--- src/sv/cau_queue.sv ---
// ----------------------------------------------------------------------------
// Complex arithmetic unit queue
// Small register FIFO with push/full and pop/empty sides.
// ----------------------------------------------------------------------------
`default_nettype none
module cau_queue #(
  parameter int unsigned Width = 8,
  parameter int unsigned Depth = 4
) (
  input  wire logic             clk_i,
  input  wire logic             rst_ni,
  input  wire logic             push_i,
  input  wire logic [Width-1:0] data_i,
  output logic                  full_o,
  input  wire logic             pop_i,
  output logic [Width-1:0]      data_o,
  output logic                  empty_o
);
  localparam int unsigned Aw = (Depth > 1) ? $clog2(Depth) : 1;

  logic [Width-1:0] mem_q [Depth];
  logic [Aw-1:0]    wr_q, rd_q;
  logic [Aw:0]      cnt_q;
  logic             do_push, do_pop;

  assign full_o  = (cnt_q == (Aw+1)'(Depth));
  assign empty_o = (cnt_q == '0);
  assign do_push = push_i && !full_o;
  assign do_pop  = pop_i && !empty_o;
  assign data_o  = mem_q[rd_q];

  always_ff @(posedge clk_i) begin
    if (do_push) mem_q[wr_q] <= data_i;
  end

  always_ff @(posedge clk_i or negedge rst_ni) begin
    if (!rst_ni) begin
      wr_q  <= '0;
      rd_q  <= '0;
      cnt_q <= '0;
    end else begin
      if (do_push) wr_q <= (wr_q == Aw'(Depth-1)) ? '0 : wr_q + 1'b1;
      if (do_pop)  rd_q <= (rd_q == Aw'(Depth-1)) ? '0 : rd_q + 1'b1;
      cnt_q <= cnt_q + (Aw+1)'(do_push) - (Aw+1)'(do_pop);
    end
  end
endmodule
`default_nettype wire

--- config.mk ---
export PLATFORM = sky130hd
export DESIGN_NAME = cau_queue
export DESIGN_NICKNAME = d
export VERILOG_FILES = /design/src/sv/cau_queue.sv
export SDC_FILE = /design/constraint.sdc
export NUM_CORES = 1
export LEC_CHECK = 0
export ABC_AREA = 1
export BUFFER_PORTS_ARGS = -buffer_cell sky130_fd_sc_hd__buf_2
export CORE_MARGIN = 2
export CORE_UTILIZATION = 56
export CTS_CLUSTER_DIAMETER = 200
export DETAILED_ROUTE_END_ITERATION = 8
export PLACE_DENSITY = 0.8
export SYNTH_ARGS = -nofsm -noshare
export SYNTH_HDL_FRONTEND = slang
export SYNTH_SLANG_ARGS = --single-unit
--- constraint.sdc ---
create_clock -name clk_i -period 2.59 [get_ports clk_i]
set_input_delay 0.3885 -clock clk_i [delete_from_list [all_inputs] [get_ports clk_i]]
set_output_delay 0.3885 -clock clk_i [all_outputs]
set_load 0.01 [all_outputs]
**Yosys cells after proc, flatten, opt, wreduce, memory -nomap -nowiden**

Memory sizes are Yosys's and may differ from the RTL's.
Cells that the tools add are included.

- Register bits after elaboration: 7
- Bits in writable memories: 32
- Output and inout port bits: 10
- Memories: 1

Memories:

| name | depth | width | rd ports | clocked after Yosys merged registers in | wr ports | line | RTL |
|---|---|---|---|---|---|---|---|
| mem_q | 4 | 8 | 1 | 0 | 1 | 21 | `logic [Width-1:0] mem_q [Depth];` |

- Add/sub/neg operators: 4
- Eq/ne operators: 3
- Mux-type cells: 4
- Reduce and logical (&&, ||, !) cells: 5

Operator list:

| operator | number |
|---|---|
| $add 2x1->2 const B | 2 |
| $eq 2x2->1 const B | 2 |
| $mux 2 | 2 |
| $add 3x1->3 | 1 |
| $eq 3x3->1 const B | 1 |
| $logic_not 3->1 | 1 |
| $sub 3x1->3 | 1 |
| $logic_and 1x1->1 | 2 |
| $logic_not 1->1 | 2 |
| $mux 1 | 2 |

**Logic depth before layout (Yosys ltp)**

- Word-level depth: 5
- Mapped depth: 10
- Mapped depth without buffers: 10

**Worst setup path before layout**

Ideal clock, no wire load.

- Kind: register to register
- Start point: reg cnt_q[1]
- End point: reg cnt_q[2]
- Library setup time: 0.065 ns
- Arrival time: 1.776 ns
- Data required time: 2.525 ns
- Slack: 0.749 ns
- Stages on the path, launching flop included: 11
- Clock period less this slack: 1.841 ns
- Path through: dfrtp_1 nor2_2 nand2_1 nand2_1 inv_1 ha_1 inv_1 ha_1 fa_1 nand3b_1 nand2_1

RTL lines:

| item | line | RTL |
|---|---|---|
| start: declaration | 23 | `logic [Aw:0] cnt_q;` |
| start signal: assignment | 44 | `cnt_q <= cnt_q + (Aw+1)'(do_push) - (Aw+1)'(do_pop);` |
| $logic_not 3->1 | 27 | `assign empty_o = (cnt_q == '0);` |
| $logic_not 1->1 | 29 | `assign do_pop = pop_i && !empty_o;` |
| $logic_and 1x1->1 | 29 |  |
| net do_pop | 24 | `logic do_push, do_pop;` |
| $sub 3x1->3 | 44 |  |

The timed path passes the listed nets, and every way through them passes these cells.
A chain may end at the register's enable or synchronous reset.

**Worst setup path after layout**

- Start point: reg rd_q[0]
- End point: out data_o[6]

- Longest elaborated chain between the ends: 1

Ends and longest elaborated chain:

| item | line | RTL |
|---|---|---|
| start: declaration | 22 | `logic [Aw-1:0] wr_q, rd_q;` |
| start signal: assignment | 43 | `if (do_pop) rd_q <= (rd_q == Aw'(Depth-1)) ? '0 : rd_q + 1'b1;` |
| $mem_v2 4x8 | - |  |
| end: declaration | 16 | `output logic [Width-1:0] data_o,` |

Every way passes these cells.

==> impl_metrics.yaml <==
run_status:
  run_status: "finished, final reports clean"
pwr:
  leakage_power_nw: 0.8822
  report.power.total_mw: 2.093
  vdd.ir_drop.worst_v: 0.0006015
  power_density_nw_per_um2: 1070
placed_design:
  detailedPlace.worstSlack_ps: 592.7
  placement.cell_area_um2: 1869
  place.port_buffers: 21
  finalWeightedCongestion: 0.7395
  numPlacedInstances: 212
  dpl.hpwl_mm: 1.975
clock_tree:
  cts_tree: "yes"
  tritoncts_buffers: 5
  post_cts_buffers: 0
  clock_insertion_delay_worst_skew_ps: 340
  cts-root-buf: "clkbuf_4"
  clock-sinks: 39
  clk_pin_slew_ps: 120
  cts.htree.levels: 2
  cts.hold.buffers_added: 1
  cts.repair.resized: 0
  cts.path.max_buffers: 2
global_routing:
  grt_pass1_vias: 1022
  grt_pass1_wl_mm: 4.450
  grt_remaining_overflow: 0
  grtUsageTotal: 0.1789
  antenna_found_initial: 0
  largest_net_degree_at_the_start_of_global_routing: 20
timing:
  worst_clock_skew_ps: 8.714
  finalCritPeriodShare: 0.8113
  rsz0062_at_grt: "no"
  max_clock_freq_mhz: 475.9
  worst_pin_slew_ps: 815.3
  finalSetupViolations: 0
  hold-worst-slack_ps: 250.2
  min_period_ps: 2101
  finalWorstSetupSlack_ps: 488.6
  relSlewSlack: 0.4544
  totalNegativeSetupSlack_ps: 0
  finalHoldViolCount: 0
  finalMaxSlewViolations: 0
cells_and_area:
  ff_latch_area_um2: 1136
  final_util: 0.6459
  filler_cell_count: 241
  flow.area_growth_from_synthesis_pct: 11.25
  layout_cell_share_with_drive_strength_beyond_1: 0.1864
  post_layout_cell_count: 221
  n_antenna_cell: 0
  total_area_of_multi_input_combinational_cells_um2: 452.9
  final_design_area_excluding_fillers_um2: 1956
  layout.nets: 196
drt:
  dr_total_vias: 1101
  m1WireLength_mm: 1.181
  drt_iter0_markers: 27
  met2RoutedLength_mm: 1.425
  wl_mm: 2.780
  detail_route.drc_violations: 0
  dr.max_layer_used: "met4"
  drt_first_pass_iters: 4
  ant_nets: 0
  avgViaCountPerCell: 4.982
  route.detailed.wl_per_inst_um: 12.58
  length_of_routed_met3_wiring_um: 124
worst_setup_path:
  worstReg2RegStart: "cnt_q[1]$_DFF_PN0_"
  slowest_stage: "dfrtp_1"
  cp.required_ps: 2200
  path_buf_inv: 2
  critical_path.most_common_cell: "nand2_1"
  timing.critical_path.cells: "buf_4 > nand2_1 > o211ai_1 > nand2_1 > buf_2"
  timing_worst_setup_path_type: "reg -> out"
  peak_fanout_along_the_critical_path: 19
  crit_family: "flip-flops"
  critPathArrivalTime_ps: 1710
  critPathLaunchType: "register"
  slowest_delay_ps: 680
  cp_startpoint: "rd_q[0]$_DFFE_PN0P_"
  critPathCaptureType: "primary output"
floorplanning:
  io-pin-count: 22
  initial_core_util: 0.5806
  fp.dieW_um: 60.03
  std_cell_rows: 20
  area_of_the_core_um2: 3028
  chipHeight_um: 60.03
  die_area_um2: 3604
logic_synthesis:
  netlist_area_um2: 1758
  syn-mean-instance-area_um2: 11.64
  gate_count_post_synth: 151
  ys_seq_area_frac: 0.6463
  syn-num-nets: 171
  yosysWarningCount: 0
  yosys_reg_bits: 39
  synth.lib_cells_used.distinct: 15
flow_run:
  max_cap_viol_count: 0
hold_path:
  min_path_type: "in -> reg"
  hold_path.startpoint: "data_i[4]"
[area by class of cell]
| type | count | share of cell area |
|---|---|---|
| inverter | 30 | 0.05758 |
| tap | 44 | 0.02815 |
| sequential | 39 | 0.5809 |
| timing repair buffer | 23 | 0.06270 |
| multi-input combinational | 77 | 0.2316 |
| clock buffer | 5 | 0.01919 |
| clock inverter | 3 | 0.01983 |
[worst paths after layout]
path	end	depth (start not counted)	slack (ps)
max	data_o[6]	5	490
min	mem_q[0][4]$_DFFE_PP_	1	250
max reg2reg	cnt_q[2]$_DFF_PN0_	10	580
min reg2reg	cnt_q[0]$_DFF_PN0_	1	550
max in group asynchronous	rd_q[1]$_DFFE_PN0P_	2	2020
min in group asynchronous	wr_q[0]$_DFFE_PN0P_	2	400
[cell families (layout without fill, tap and decap cells)]
family | count (synthesis) | in the layout | share of synthesized area
AOI/OAI and AO/OA | 16 | 16 | 0.07117
adders and majority gates | 8 | 8 | 0.06121
buffers and inverters | 35 | 61 | 0.09608
DFF | 39 | 39 | 0.6463
and+or+nand+nor | 53 | 53 | 0.1253
[placed cells by master, fill, tap and decap left out, drive strengths merged]
master | netlist | final
clkinv | 0 | 2
nand3b | 1 | 1
fa | 1 | 1
o211ai | 16 | 16
nand2 | 41 | 41
buf | 5 | 22
edfxtp | 32 | 32
clkbuf | 0 | 5
inv | 30 | 30
dfrtp | 7 | 7
nand3 | 4 | 4
bufinv | 0 | 1
dlygate4sd3 | 0 | 1
ha | 7 | 7
nor2 | 7 | 7
[cell usage after synthesis]
cell	number	area share
o211ai_2	1	0.0071
edfxtp_1	32	0.55
fa_1	1	0.011
dfrtp_1	7	0.10
nor2_2	1	0.0036
o211ai_1	15	0.064
nand3_1	4	0.011
nand2_4	1	0.0064
inv_1	30	0.064
ha_1	7	0.050
nand2_1	39	0.083
nand2_2	1	0.0036
buf_6	5	0.032
nor2_1	6	0.013
nand3b_1	1	0.0043
[state kept, by name, indices dropped and copies added, names as in the netlist]
signal / count
mem_q: 32
cnt_q: 3
rd_q: 2
wr_q: 2
[routing by layer]
layer / vias up / global-route usage
met4: 0 / 0.08254
met3: 5 / 0.05411
met2: 20 / 0.3106
met5: - / 0
li1: 548 / -
met1: 528 / 0.2000
[power by group]
group | switching, mW | leakage, nW | internal [mW]
sequential | 0.126 | 0.377 | 0.844
combinational | 0.447 | 0.462 | 0.289
clock | 0.188 | 0.0426 | 0.199
total | 0.761 | 0.882 | 1.33
(Power assumes the default switching activity.)
